### src/hdl/rtra_pkg.sv
// Shared types, constants and the control-store ROM of the real-to-rational approximator.
// No dependencies; every other file imports this package.
`default_nettype none

package rtra_pkg;

   localparam int unsigned DATA_W        = 64;
   localparam int unsigned DEN_W         = 31;
   localparam int unsigned K_W           = DEN_W + 1;
   localparam int unsigned RSP_W         = ((DATA_W + DEN_W + 7) / 8) * 8;
   localparam int unsigned RSP_PAD       = RSP_W - DATA_W - DEN_W;
   localparam int unsigned FRAC_BITS_DEF = 32;
   localparam int unsigned PC_W          = 4;

   localparam logic [DATA_W-1:0] NUM_LIMIT  = 64'h4000_0000_0000_0000;
   localparam logic [DATA_W-1:0] QUOT_LIMIT = 64'h0000_0000_7FFF_FFFF;
   localparam logic [DEN_W-1:0]  DEN_RESET  = 31'd1000000;

   // micro-operations
   typedef enum logic [3:0] {
      OP_NOP,
      OP_IDLE,
      OP_DIV_THR,
      OP_SPLIT,
      OP_DIV_QR,
      OP_DWAIT,
      OP_MSTART,
      OP_MWAIT,
      OP_UPD,
      OP_SHIFT,
      OP_ZERO,
      OP_OUT
   } op_type;

   // jump conditions
   typedef enum logic [2:0] {
      CD_NEXT,
      CD_ALWAYS,
      CD_BELOW,
      CD_MOVF,
      CD_RZERO,
      CD_NCBIG
   } cond_type;

   typedef struct packed {
      op_type          op;
      cond_type        cond;
      logic [PC_W-1:0] target;
   } uword_type;

   typedef struct packed {
      logic busy;
      logic ovf;
   } mac_stat_type;

   // step addresses
   localparam logic [PC_W-1:0] ST_ACCEPT    = 4'd0;
   localparam logic [PC_W-1:0] ST_THR_GO    = 4'd1;
   localparam logic [PC_W-1:0] ST_THR_WAIT  = 4'd2;
   localparam logic [PC_W-1:0] ST_THR_TEST  = 4'd3;
   localparam logic [PC_W-1:0] ST_SPLIT     = 4'd4;
   localparam logic [PC_W-1:0] ST_SPLIT_NOP = 4'd5;
   localparam logic [PC_W-1:0] ST_LOOP      = 4'd6;
   localparam logic [PC_W-1:0] ST_MAC_WAIT  = 4'd7;
   localparam logic [PC_W-1:0] ST_UPDATE    = 4'd8;
   localparam logic [PC_W-1:0] ST_REM_TEST  = 4'd9;
   localparam logic [PC_W-1:0] ST_QR_GO     = 4'd10;
   localparam logic [PC_W-1:0] ST_QR_WAIT   = 4'd11;
   localparam logic [PC_W-1:0] ST_SHIFT     = 4'd12;
   localparam logic [PC_W-1:0] ST_OUT       = 4'd13;
   localparam logic [PC_W-1:0] ST_ZERO      = 4'd14;

   function automatic uword_type ucode_rom(input logic [PC_W-1:0] addr);
      uword_type w;
      case (addr)
         ST_ACCEPT:    w = '{OP_IDLE,    CD_NEXT,   ST_ACCEPT};
         ST_THR_GO:    w = '{OP_DIV_THR, CD_NEXT,   ST_ACCEPT};
         ST_THR_WAIT:  w = '{OP_DWAIT,   CD_NEXT,   ST_ACCEPT};
         ST_THR_TEST:  w = '{OP_NOP,     CD_BELOW,  ST_ZERO};
         ST_SPLIT:     w = '{OP_SPLIT,   CD_NEXT,   ST_ACCEPT};
         ST_SPLIT_NOP: w = '{OP_NOP,     CD_NEXT,   ST_ACCEPT};
         ST_LOOP:      w = '{OP_MSTART,  CD_NEXT,   ST_ACCEPT};
         ST_MAC_WAIT:  w = '{OP_MWAIT,   CD_NEXT,   ST_ACCEPT};
         ST_UPDATE:    w = '{OP_UPD,     CD_MOVF,   ST_OUT};
         ST_REM_TEST:  w = '{OP_NOP,     CD_RZERO,  ST_OUT};
         ST_QR_GO:     w = '{OP_DIV_QR,  CD_NEXT,   ST_ACCEPT};
         ST_QR_WAIT:   w = '{OP_DWAIT,   CD_NEXT,   ST_ACCEPT};
         ST_SHIFT:     w = '{OP_SHIFT,   CD_NCBIG,  ST_LOOP};
         ST_OUT:       w = '{OP_OUT,     CD_ALWAYS, ST_ACCEPT};
         ST_ZERO:      w = '{OP_ZERO,    CD_ALWAYS, ST_OUT};
         default:      w = '{OP_NOP,     CD_ALWAYS, ST_ACCEPT};
      endcase
      return w;
   endfunction

endpackage

`default_nettype wire

### src/hdl/rtra_div.sv
// Iterative unsigned 64-bit divider: align-up then restore-down, one bit per cycle.
// Depends on rtra_pkg.
`default_nettype none

module rtra_div import rtra_pkg::*; (
   input  wire logic              clock,
   input  wire logic              reset,
   input  wire logic              start,
   input  wire logic [DATA_W-1:0] dividend,
   input  wire logic [DATA_W-1:0] divisor,
   output logic                   busy,
   output logic [DATA_W-1:0]      quotient,
   output logic [DATA_W-1:0]      remainder
);

   typedef enum logic [2:0] {
      DV_IDLE  = 3'b001,
      DV_ALIGN = 3'b010,
      DV_SUB   = 3'b100
   } div_phase_type;

   div_phase_type     phase_ff, phase_in;
   logic [DATA_W-1:0] den_ff, den_in;
   logic [DATA_W-1:0] bit_ff, bit_in;
   logic [DATA_W-1:0] quo_ff, quo_in;
   logic [DATA_W-1:0] rem_ff, rem_in;
   logic [DATA_W:0]   den_dbl;
   logic              dbl_fits;
   logic              sub_ok;

   assign den_dbl  = {den_ff, 1'b0};
   assign dbl_fits = den_dbl <= {1'b0, rem_ff};
   assign sub_ok   = rem_ff >= den_ff;

   always_comb begin
      phase_in = phase_ff;
      den_in   = den_ff;
      bit_in   = bit_ff;
      quo_in   = quo_ff;
      rem_in   = rem_ff;
      if (start) begin
         phase_in = DV_ALIGN;
         den_in   = divisor;
         bit_in   = {{(DATA_W-1){1'b0}}, 1'b1};
         quo_in   = '0;
         rem_in   = dividend;
      end else begin
         case (phase_ff)
            DV_ALIGN: begin
               if (dbl_fits) begin
                  den_in = den_dbl[DATA_W-1:0];
                  bit_in = {bit_ff[DATA_W-2:0], 1'b0};
               end else begin
                  phase_in = DV_SUB;
               end
            end
            DV_SUB: begin
               if (sub_ok) begin
                  rem_in = rem_ff - den_ff;
                  quo_in = quo_ff | bit_ff;
               end
               den_in = den_ff >> 1;
               bit_in = bit_ff >> 1;
               if (bit_ff == {{(DATA_W-1){1'b0}}, 1'b1}) begin
                  phase_in = DV_IDLE;
               end
            end
            default: phase_in = DV_IDLE;
         endcase
      end
   end

   always_ff @(posedge clock) begin
      if (reset) begin
         phase_ff <= DV_IDLE;
      end else begin
         phase_ff <= phase_in;
      end
   end

   always_ff @(posedge clock) begin
      den_ff <= den_in;
      bit_ff <= bit_in;
      quo_ff <= quo_in;
      rem_ff <= rem_in;
   end

   assign busy      = phase_ff != DV_IDLE;
   assign quotient  = quo_ff;
   assign remainder = rem_ff;

endmodule

`default_nettype wire

### src/hdl/rtra_mac.sv
// Dual bit-serial multiply-add (h*a+h0, k*a+k0) with early bound check.
// Depends on rtra_pkg.
`default_nettype none

module rtra_mac import rtra_pkg::*; (
   input  wire logic              clock,
   input  wire logic              reset,
   input  wire logic              start,
   input  wire logic [DATA_W-1:0] mult,
   input  wire logic [DATA_W-1:0] h_mul,
   input  wire logic [DATA_W-1:0] h_add,
   input  wire logic [K_W-1:0]    k_mul,
   input  wire logic [K_W-1:0]    k_add,
   input  wire logic [K_W-1:0]    k_bound,
   output logic [DATA_W-1:0]      h_acc,
   output logic [K_W-1:0]         k_acc,
   output mac_stat_type           stat
);

   logic [DATA_W-1:0] mult_ff, mult_in;
   logic [DATA_W-1:0] hm_ff, hm_in;
   logic [DATA_W-1:0] ha_ff, ha_in;
   logic [K_W-1:0]    km_ff, km_in;
   logic [K_W-1:0]    ka_ff, ka_in;
   logic [K_W-1:0]    kb_ff, kb_in;
   logic              busy_ff, busy_in;
   logic              ovf_ff, ovf_in;

   logic [DATA_W-1:0] h_new, hm_nxt, mult_nxt;
   logic [K_W-1:0]    k_new, km_nxt;
   logic              ovf_now;

   // operands stay within the bound while running, so the sums never wrap
   assign h_new    = mult_ff[0] ? ha_ff + hm_ff : ha_ff;
   assign k_new    = mult_ff[0] ? ka_ff + km_ff : ka_ff;
   assign hm_nxt   = hm_ff << 1;
   assign km_nxt   = km_ff << 1;
   assign mult_nxt = mult_ff >> 1;
   assign ovf_now  = (h_new > NUM_LIMIT) || (k_new > kb_ff) ||
                     ((mult_nxt != '0) && ((hm_nxt > NUM_LIMIT) || (km_nxt > kb_ff)));

   always_comb begin
      mult_in = mult_ff;
      hm_in   = hm_ff;
      ha_in   = ha_ff;
      km_in   = km_ff;
      ka_in   = ka_ff;
      kb_in   = kb_ff;
      busy_in = busy_ff;
      ovf_in  = ovf_ff;
      if (start) begin
         mult_in = mult;
         hm_in   = h_mul;
         ha_in   = h_add;
         km_in   = k_mul;
         ka_in   = k_add;
         kb_in   = k_bound;
         busy_in = mult != '0;
         ovf_in  = 1'b0;
      end else if (busy_ff) begin
         mult_in = mult_nxt;
         hm_in   = hm_nxt;
         ha_in   = h_new;
         km_in   = km_nxt;
         ka_in   = k_new;
         ovf_in  = ovf_now;
         busy_in = !ovf_now && (mult_nxt != '0);
      end
   end

   always_ff @(posedge clock) begin
      if (reset) begin
         busy_ff <= 1'b0;
         ovf_ff  <= 1'b0;
      end else begin
         busy_ff <= busy_in;
         ovf_ff  <= ovf_in;
      end
   end

   always_ff @(posedge clock) begin
      mult_ff <= mult_in;
      hm_ff   <= hm_in;
      ha_ff   <= ha_in;
      km_ff   <= km_in;
      ka_ff   <= ka_in;
      kb_ff   <= kb_in;
   end

   assign h_acc     = ha_ff;
   assign k_acc     = ka_ff;
   assign stat.busy = busy_ff;
   assign stat.ovf  = ovf_ff;

endmodule

`default_nettype wire

### src/hdl/real_to_rational_approximator.sv
// Timing: set by the shared bit-serial divider and multiply-add and by the number of expansion
//   steps; an item below thr skips the expansion.
// Throughput: one item at a time; the next item is taken while a result still waits.
// Reset: synchronous, clears the sequencer, handshake flags and unit status, and sets
//   max_denominator to 1000000. No clearing pass.
`default_nettype none

module real_to_rational_approximator import rtra_pkg::*; #(
   parameter int unsigned FRAC_BITS = FRAC_BITS_DEF
) (
   input  wire logic              clock,
   input  wire logic              reset,
   input  wire logic              req_tvalid,
   output logic                   req_tready,
   input  wire logic [DATA_W-1:0] req_tdata,   // [63:0] real_value
   output logic                   rsp_tvalid,
   input  wire logic              rsp_tready,
   output logic [RSP_W-1:0]       rsp_tdata,   // [63:0] numerator, [94:64] denominator
   input  wire logic              csr_wen,
   input  wire logic [DEN_W-1:0]  csr_wdata    // max_denominator
);

   // fixed-point one, the first divisor of the expansion
   localparam logic [DATA_W-1:0] ONE       = {{(DATA_W-1){1'b0}}, 1'b1} << FRAC_BITS;
   localparam logic [DATA_W-1:0] FRAC_MASK = ONE - {{(DATA_W-1){1'b0}}, 1'b1};

   // ---------------------------------------------------------------- registers
   logic [DEN_W-1:0]  cfg_lim_ff;
   logic [PC_W-1:0]   pc_ff, pc_in;
   logic              neg_ff, neg_in;
   logic [DATA_W-1:0] mag_ff, mag_in;
   logic [DEN_W-1:0]  lim_ff, lim_in;
   logic [DATA_W-1:0] q_ff, q_in;
   logic [DATA_W-1:0] r_ff, r_in;
   logic [DATA_W-1:0] a_ff, a_in;                    // current partial quotient
   logic [DATA_W-1:0] h0_ff, h0_in, h1_ff, h1_in;   // convergent numerators
   logic [DEN_W-1:0]  k0_ff, k0_in, k1_ff, k1_in;   // convergent denominators
   logic              rsp_valid_ff, rsp_valid_in;
   logic [DATA_W-1:0] rsp_num_ff, rsp_num_in;
   logic [DEN_W-1:0]  rsp_den_ff, rsp_den_in;

   // ---------------------------------------------------------------- control
   uword_type         uw;
   logic              accept;
   logic              hold;
   logic              take;
   logic              out_load;
   logic              c_big;

   // ---------------------------------------------------------------- units
   logic              div_start, div_busy;
   logic [DATA_W-1:0] div_dvd, div_dvs, div_quo, div_rem;
   logic              mac_start;
   logic [DATA_W-1:0] mac_h_acc;
   logic [K_W-1:0]    mac_k_acc;
   mac_stat_type      mac_stat;

   assign uw         = ucode_rom(pc_ff);
   assign req_tready = uw.op == OP_IDLE;
   assign accept     = req_tvalid && req_tready;

   // next complete quotient too large: stop the expansion
   assign c_big = (div_quo > QUOT_LIMIT) || ((div_quo == QUOT_LIMIT) && (div_rem != '0));

   always_comb begin
      case (uw.op)
         OP_IDLE:  hold = !accept;
         OP_DWAIT: hold = div_busy;
         OP_MWAIT: hold = mac_stat.busy;
         OP_OUT:   hold = rsp_valid_ff && !rsp_tready;
         default:  hold = 1'b0;
      endcase
   end

   always_comb begin
      case (uw.cond)
         CD_NEXT:   take = 1'b0;
         CD_ALWAYS: take = 1'b1;
         CD_BELOW:  take = mag_ff < div_quo;     // below ceil(one/lim): result 0/1
         CD_MOVF:   take = mac_stat.ovf;         // next convergent out of bounds
         CD_RZERO:  take = r_ff == '0;           // exact expansion
         CD_NCBIG:  take = !c_big;               // keep going
         default:   take = 1'b0;
      endcase
   end

   assign pc_in = hold ? pc_ff :
                  take ? uw.target : pc_ff + {{(PC_W-1){1'b0}}, 1'b1};

   // divider operand select
   assign div_start = uw.op inside {OP_DIV_THR, OP_DIV_QR};

   always_comb begin
      div_dvd = q_ff;
      div_dvs = r_ff;
      case (uw.op)
         OP_DIV_THR: begin
            div_dvd = ONE + {{(DATA_W-DEN_W){1'b0}}, lim_ff} - {{(DATA_W-1){1'b0}}, 1'b1};
            div_dvs = {{(DATA_W-DEN_W){1'b0}}, lim_ff};
         end
         default: begin
            div_dvd = q_ff;
            div_dvs = r_ff;
         end
      endcase
   end

   assign mac_start = uw.op == OP_MSTART;
   assign out_load  = (uw.op == OP_OUT) && !hold;

   // datapath actions of each step
   always_comb begin
      neg_in     = neg_ff;
      mag_in     = mag_ff;
      lim_in     = lim_ff;
      q_in       = q_ff;
      r_in       = r_ff;
      a_in       = a_ff;
      h0_in      = h0_ff;
      h1_in      = h1_ff;
      k0_in      = k0_ff;
      k1_in      = k1_ff;
      rsp_num_in = rsp_num_ff;
      rsp_den_in = rsp_den_ff;
      case (uw.op)
         OP_IDLE: begin
            if (accept) begin
               neg_in = req_tdata[DATA_W-1];
               mag_in = req_tdata[DATA_W-1] ? {DATA_W{1'b0}} - req_tdata : req_tdata;
               lim_in = (cfg_lim_ff == '0) ? {{(DEN_W-1){1'b0}}, 1'b1} : cfg_lim_ff;
               q_in   = ONE;
               h1_in  = {{(DATA_W-1){1'b0}}, 1'b1};
               h0_in  = '0;
               k1_in  = '0;
               k0_in  = {{(DEN_W-1){1'b0}}, 1'b1};
            end
         end
         // first step divides by one: integer part and fraction bits
         OP_SPLIT: begin
            a_in = mag_ff >> FRAC_BITS;
            r_in = mag_ff & FRAC_MASK;
         end
         OP_UPD: begin
            if (!mac_stat.ovf) begin
               h0_in = h1_ff;
               h1_in = mac_h_acc;
               k0_in = k1_ff;
               k1_in = mac_k_acc[DEN_W-1:0];
            end
         end
         OP_SHIFT: begin
            q_in = r_ff;
            r_in = div_rem;
            a_in = div_quo;
         end
         OP_ZERO: begin
            h1_in = '0;
            k1_in = {{(DEN_W-1){1'b0}}, 1'b1};
         end
         OP_OUT: begin
            if (out_load) begin
               rsp_num_in = neg_ff ? {DATA_W{1'b0}} - h1_ff : h1_ff;
               rsp_den_in = k1_ff;
            end
         end
         default: begin
         end
      endcase
   end

   // output register: holds a result while the sequencer takes the next item
   assign rsp_valid_in = out_load ? 1'b1 : (rsp_tready ? 1'b0 : rsp_valid_ff);

   always_ff @(posedge clock) begin
      if (reset) begin
         cfg_lim_ff   <= DEN_RESET;
         pc_ff        <= ST_ACCEPT;
         rsp_valid_ff <= 1'b0;
      end else begin
         if (csr_wen) begin
            cfg_lim_ff <= csr_wdata;
         end
         pc_ff        <= pc_in;
         rsp_valid_ff <= rsp_valid_in;
      end
   end

   always_ff @(posedge clock) begin
      neg_ff     <= neg_in;
      mag_ff     <= mag_in;
      lim_ff     <= lim_in;
      q_ff       <= q_in;
      r_ff       <= r_in;
      a_ff       <= a_in;
      h0_ff      <= h0_in;
      h1_ff      <= h1_in;
      k0_ff      <= k0_in;
      k1_ff      <= k1_in;
      rsp_num_ff <= rsp_num_in;
      rsp_den_ff <= rsp_den_in;
   end

   // ---------------------------------------------------------------- units
   rtra_div u_div (
      .clock     (clock),
      .reset     (reset),
      .start     (div_start),
      .dividend  (div_dvd),
      .divisor   (div_dvs),
      .busy      (div_busy),
      .quotient  (div_quo),
      .remainder (div_rem)
   );

   // h*a+h0 against 2^62, k*a+k0 against the limit
   rtra_mac u_mac (
      .clock   (clock),
      .reset   (reset),
      .start   (mac_start),
      .mult    (a_ff),
      .h_mul   (h1_ff),
      .h_add   (h0_ff),
      .k_mul   ({1'b0, k1_ff}),
      .k_add   ({1'b0, k0_ff}),
      .k_bound ({1'b0, lim_ff}),
      .h_acc   (mac_h_acc),
      .k_acc   (mac_k_acc),
      .stat    (mac_stat)
   );

   assign rsp_tvalid = rsp_valid_ff;
   assign rsp_tdata  = {{RSP_PAD{1'b0}}, rsp_den_ff, rsp_num_ff};

   // ---------------------------------------------------------------- checks
   // every division is waited for before the next one starts
   a_div_free: assert property (@(posedge clock) disable iff (reset)
      div_start |-> !div_busy)
      else $error("divider started while busy");

   // a finished multiply-add without overflow stays within the numerator bound
   a_mac_bound: assert property (@(posedge clock) disable iff (reset)
      ($fell(mac_stat.busy) && !mac_stat.ovf) |-> (mac_h_acc <= NUM_LIMIT))
      else $error("numerator bound missed");

   // a delivered denominator is never zero
   a_den_nonzero: assert property (@(posedge clock) disable iff (reset)
      rsp_valid_ff |-> (rsp_den_ff != '0))
      else $error("zero denominator");

endmodule

`default_nettype wire

### config.mk
export PLATFORM = sky130hd
export DESIGN_NAME = real_to_rational_approximator
export DESIGN_NICKNAME = d
export VERILOG_FILES = /design/src/hdl/rtra_pkg.sv /design/src/hdl/rtra_div.sv /design/src/hdl/rtra_mac.sv /design/src/hdl/real_to_rational_approximator.sv
export SDC_FILE = /design/constraint.sdc
export NUM_CORES = 2
export LEC_CHECK = 0
export ABC_CLOCK_PERIOD_IN_PS = 20800
export BUFFER_PORTS_ARGS = -buffer_cell sky130_fd_sc_hd__buf_2
export CORE_MARGIN = 1
export CORE_UTILIZATION = 60
export DETAILED_ROUTE_END_ITERATION = 6
export PLACE_DENSITY = 0.77
export SYNTH_ARGS = -nofsm -noshare
export SYNTH_HDL_FRONTEND = slang
export SYNTH_HIERARCHICAL = 1
export SYNTH_SLANG_ARGS = --single-unit
### constraint.sdc
create_clock -name clock -period 20.8 [get_ports clock]
set_clock_uncertainty 0.2 [all_clocks]
set_input_delay 4.16 -clock clock [delete_from_list [all_inputs] [get_ports clock]]
set_output_delay 4.16 -clock clock [all_outputs]
set_load 0.005 [all_outputs]
-- After elaboration in Yosys (flattened, before gate mapping)
Memory sizes are Yosys's and may differ from the RTL's. A register that Yosys moved wholly into a read port is not among the register bits.
Cells that the tools add are included.
- $add $sub $neg: 8
- $lt $le $gt $ge: 8
- eq/ne operators: 29
- mux-type cells: 53
- bitwise logic cells: 1
- reductions and logical operators: 44
- operators with widths (cell ; number):
    two-way mux 64 bit ; 21
    case mux 64 bit (2 select lines) ; 6
    two-way mux 31 bit ; 8
    case mux 64 bit (3 select lines) ; 1
    nonzero test 64 bit ; 3
    > comparator 64 x 63 -> 1 bit, second input constant ; 2
    subtractor 1 x 64 -> 64 bit, first input constant ; 2
    case mux 31 bit (3 select lines) ; 1
    <= comparator 65 x 64 -> 1 bit ; 1
    adder 64 bit ; 1
    equality test 64 x 1 -> 1 bit, second input constant ; 1
    equality test 64 x 31 -> 1 bit, second input constant ; 1
    greater-or-equal comparator 64 bit ; 1
    > comparator 32 x 31 -> 1 bit ; 2
    > comparator 64 x 31 -> 1 bit, second input constant ; 1
    zero test 64 bit ; 1
    less-than comparator 64 bit ; 1
    OR 64 bit ; 1
    subtractor 64 bit ; 1
    two-way mux 63 bit ; 1
    case mux 31 bit (2 select lines) ; 1
    subtractor 34 x 1 -> 35 bit, second input constant ; 1
    adder 33 x 31 -> 34 bit, first input constant ; 1
    adder 32 bit ; 1
    30 further kinds ; 82
- flip-flop bits (word level): 1157
- ROM bits: 176
- bits of input ports: 100
- output and inout port bits: 98
- memories: 1
- memories (memory ; words ; width ; rd ports ; clocked after Yosys merged registers in ; write ports ; line ; source):
    (name not given) ; 16 ; 11 ; 1 ; 1 ; 0 ; rtra_pkg.sv:75 ; case (addr)

-- Depth between registers and ports, before layout
- depth after elaboration: 9
- mapped depth: 27

-- Modules after synthesis
Netlist, hierarchy kept.
- by module, submodules not included (module ; instances ; cells each ; area each (µm²) ; seq. area each (µm²)):
    real_to_rational_approximator ; 1 ; 2297 ; 28444.8 ; 18147.4
    rtra_mac ; 1 ; 1921 ; 20611.0 ; 8688.3
    rtra_div ; 1 ; 1788 ; 16231.8 ; 6466.2

-- Worst setup path after synthesis
OpenSTA, ideal clock, no wires.
- kind: reg2reg
- start point: register, netlist name uw[10]
- end point: register h1_ff[0], enable pin
- setup time: 0.568 ns
- arrival time: 10.614 ns
- data required time: 20.032 ns
- setup slack: 9.418 ns
- cell stages (with the launch flop): 6
- path buffers: 1
- cell sequence: dfxtp_1 > clkbuf_1 > nor3b_1 > nand2b_1 > o21ai_0 > o21bai_1
- cells in the longest elaborated chain, start to end: 4
- elaborated cells on any way between the ends: 8
- classes of those cells: 5 x eq/ne; 3 x reduce/logical
- RTL lines (item ; line ; source):
    equality test 4 x 1 -> 1 bit ; real_to_rational_approximator.sv:59, real_to_rational_approximator.sv:125 ;
    logical AND 1 bit ; real_to_rational_approximator.sv:60 ; assign accept = req_tvalid && req_tready;
    inequality test 2 x 1 -> 1 bit (no line) ; -- ;
    AND reduction 3 bit (no line) (*) ; -- ;
    to (signal assigned) ; real_to_rational_approximator.sv:196 ; h1_ff <= h1_in;
    to (decl) ; real_to_rational_approximator.sv:36 ; logic [DATA_W-1:0] h0_ff, h0_in, h1_ff, h1_in;
Mark *: on every way between the ends. The rest lies on a longest branch, timed or not.
A chain may end at the register's enable or synchronous reset.

-- Final worst setup path
- start point: input port req_tdata[1]
- end point: register mag_ff[58] (data pin)
- cells in the longest elaborated chain, start to end: 2
- RTL lines (item ; line ; source):
    from (decl) ; real_to_rational_approximator.sv:15 ; input wire logic [DATA_W-1:0] req_tdata,
    subtractor 1 x 64 -> 64 bit ; real_to_rational_approximator.sv:129 ; mag_in = req_tdata[DATA_W-1] ? {DATA_W{1'b0}} - req_tdata : req_tdata;
    two-way mux 63 bit ; real_to_rational_approximator.sv:129 ;
    to (signal assigned) ; real_to_rational_approximator.sv:190 ; mag_ff <= mag_in;
    to (decl) ; real_to_rational_approximator.sv:31 ; logic [DATA_W-1:0] mag_ff, mag_in;
Every way passes these cells.

==> flow_summary.json <==
{
  "cts_max_path_buffers": 3,
  "accumulated_negative_setup_slack_ps": 0,
  "largest_net_degree_at_the_start_of_global_routing": 189,
  "grt.overflow.total": 0,
  "synth_cell_type_count": 111,
  "postCtsHoldBufs": 0,
  "run_status": "complete, no violations",
  "intPower_mw": 4.931,
  "crit-reg2reg-launch": "u_mac/k_acc[0]",
  "antenna_violating_nets_post_route": 0,
  "sw_frac_of_total_pct": 33.12,
  "worst_r2r_path_depth": 25,
  "initial_core_util_pct": 60.73,
  "core-area_mm2": 0.1075,
  "worstMarginPinSlew_ps": 1151,
  "antenna_found_initial": 4,
  "fraction_of_registers_with_async_set_or_reset_after_synthesis_pct": 0,
  "die-area_mm2": 0.1101,
  "hold_violations": 0,
  "power_switching_mw": 2.442,
  "edff_count_synth": 989,
  "cp.arrival_ps": 8110,
  "setup_viol": 0,
  "area_growth_syn_to_layout_pct": 8.885,
  "cp_max_fo": 5,
  "synthesis.area_mm2": 0.06529,
  "final.fill_count": 8170,
  "powerDensity_mw_per_mm2": 103.7,
  "power.clock.fraction_pct": 28.9,
  "sequential_share_of_power_pct": 46.1,
  "clk_latency_worst_skew_pair_ps": 720,
  "path_class": "input pin to flip-flop",
  "slew_headroom_pct": 23.28,
  "irDropWorstVdd_v": 0.00008106,
  "synth-seq-cells": 1169,
  "post-cts-setup-buffers": 0,
  "syn_inst": 6006,
  "synth_flop_cell": "sky130_fd_sc_hd__edfxtp_1",
  "routabilityCongestion": 0.9714,
  "route.detailed.drc": 0,
  "cts_tree": "yes",
  "clk_transition_reported_paths_ps": 60,
  "design.final.nets": 6512,
  "grt_pass1_wl_um": 264600,
  "critPathCapture": "mag_ff[58]",
  "crit-reg2reg-capture": "u_mac/busy_ff",
  "buffers_added_on_ports": 196,
  "cts-buffers-inserted": 119,
  "clock_tree.root_cell": "sky130_fd_sc_hd__clkbuf_16",
  "number_of_warnings_printed_during_yosys_synthesis": 6,
  "rows": 120,
  "dpl.hpwl_um": 122800,
  "grt_setup_unrepaired": "no",
  "fin_crit_sh_pct": 37.78,
  "cts.sink_count": 1169,
  "i_o_pins": 198,
  "holdCritPathClass": "flip-flop to flip-flop",
  "comb_power_share_pct": 25.0,
  "clock_tree.htree_level_count": 3,
  "critPathCaptureType": "flip-flop",
  "power_mw": 7.373,
  "ys_seq_area_share_pct": 51.01,
  "cts_repair_resize_count": 0,
  "syn-mean-instance-area_um2": 10.87,
  "cellLeakagePower_nw": 26.43,
  "fmax_mhz": 127.3,
  "floorplan_die_width_um": 331.9,
  "min_period_ps": 7858,
  "required_ps": 21050,
  "worst-r2r-setup-slack_ps": 14230,
  "drt_wl_total_um": 172000,
  "drive_above_1_share_pct": 13.67,
  "slew_viol_final": 0,
  "globalRouteTotalUtil_pct": 30.54,
  "drt-vias-per-instance": 6.330,
  "first_global_vias": 45600,
  "instance_count_along_the_most_critical_hold_path": 0,
  "route.detailed.wl_per_inst_um": 22.75,
  "critical_path.startpoint_type": "input pin",
  "die_h_um": 331.9,
  "drt-initial-drc-count": 5644,
  "maxCapViolCount": 0,
  "route.vias.total": 47870,
  "first_pass_iters": 6,
  "worstSetupStartpoint": "req_tdata[1]"
}
## layout make-up
type                            instances  area (um^2)  share of cell area, %
Timing Repair Buffer                  232         1276                  1.795
Antenna cell                            1        2.502               0.003520
Sequential cell                      1169        33300                  46.85
Clock inverter                         68        535.5                 0.7533
Tap cell                             1403         1755                  2.469
Inverter                              296         1115                  1.568
Clock buffer                          158         3343                  4.703
Multi-Input combinational cell       4235        29760                  41.86
## stage by stage
stage	util (%)	std cells	hold WS [ps]	setup slack, ps	instance area, um^2
4_1_cts	66.12	7561	260.3	12930	71090
2_1_floorplan	-	6009	232.5	9418	65300
3_3_place_gp	62.52	7335	235.8	12280	67210
3_5_place_dp	62.52	7335	244.7	12180	67210
5_1_grt	66.12	7561	282.4	12610	71090
6_report	66.13	7562	262.9	12940	71090
## worst max-delay path, stage by stage
cell	delay, ps
sky130_fd_sc_hd__buf_2	110
sky130_fd_sc_hd__inv_1	70
sky130_fd_sc_hd__ha_1	180
sky130_fd_sc_hd__or4b_2	650
sky130_fd_sc_hd__nor3_1	260
sky130_fd_sc_hd__nand3_1	190
sky130_fd_sc_hd__or3_1	430
sky130_fd_sc_hd__or4_1	570
sky130_fd_sc_hd__nor3_1	480
sky130_fd_sc_hd__nand2_1	190
sky130_fd_sc_hd__or3_1	400
sky130_fd_sc_hd__o41ai_1	320
sky130_fd_sc_hd__xnor2_1	100
## worst min path at each step
stage,start,endpoint
finish,k1_ff[20],rsp_den_ff[20]
global route,cfg_lim_ff[2],lim_ff[2]
CTS,cfg_lim_ff[3],lim_ff[3]
detailed placement,cfg_lim_ff[3],lim_ff[3]
global placement,cfg_lim_ff[4],lim_ff[4]
floorplan,k1_ff[0],rsp_den_ff[0]
## cell families after synthesis
group | after synthesis | share of synthesized area (%)
buffers and inverters | 605 | 3.603
muxes | 398 | 6.635
adders and majority gates | 359 | 6.915
xor gates and xnor gates | 274 | 3.676
other | 1 | 0.005744
AOI/OAI and AO/OA | 1266 | 12.99
and+or+nand+nor | 1934 | 15.17
DFF | 1169 | 51.01
## layer usage
metal  wire length (um)  global-route usage, %  vias up
li1                   -                      -    22310
met1              73860                  43.28    23250
met2              79110                  48.42     1982
met3              13190                  4.104      330
met4               5837                  10.48        4
met5                 22                      0        -
## synth_stat cells (all sizes together), types with 13 or more instances
library cell / n / area [um^2]
nand4: 107 / 669.4
o21a: 35 / 262.8
and3: 22 / 137.6
xor2: 59 / 516.8
xnor2: 215 / 1883
nor3b: 17 / 132.6
nand2b: 38 / 245.2
a221oi: 13 / 113.9
o211ai: 32 / 245.2
a21oi: 299 / 1496
o21ai: 349 / 1762
mux2i: 123 / 1235
nor3: 70 / 381.6
inv: 293 / 1100
nand3: 71 / 355.3
nor2: 393 / 1475
a211o: 15 / 131.4
or4: 30 / 232.7
a21o: 119 / 893.4
nor4: 142 / 930.9
a211oi: 29 / 247.7
and2: 293 / 1833
ha: 356 / 4454
clkbuf: 267 / 1002
mux2: 275 / 3097
or2: 24 / 155.2
buf: 42 / 239.0
a31oi: 32 / 215.2
o21bai: 39 / 292.8
nand2: 546 / 2049
o31ai: 54 / 410.4
o41ai: 26 / 254.0
or3: 33 / 239.0
o221a: 62 / 698.2
edfxtp: 989 / 29700
a22o: 67 / 586.8
nor2b: 103 / 644.4
dfxtp: 180 / 3603
and4: 13 / 113.9
## cells in the final DEF (no fill, tap or decap), drive strengths merged, types with 215 or more instances in the layout
cell and instances:
a21oi 299, and2 293, buf 232, edfxtp 989, ha 356, inv 305
mux2 275, nand2 546, nor2 393, o21ai 349, xnor2 215
## power groups by stage
| stage | Combinational, mW | Clock, mW | Sequential (mW) |
|---|---|---|---|
| floorplan | 1.35 | 0 | 3.32 |
| global placement | 1.75 | 0 | 3.43 |
| detailed placement | 1.80 | 0 | 3.43 |
| CTS | 1.81 | 2.15 | 3.39 |
| global route | 2.02 | 2.24 | 3.43 |
| finish | 1.84 | 2.13 | 3.40 |
No activity file was read; power rests on OpenSTA's default activity.
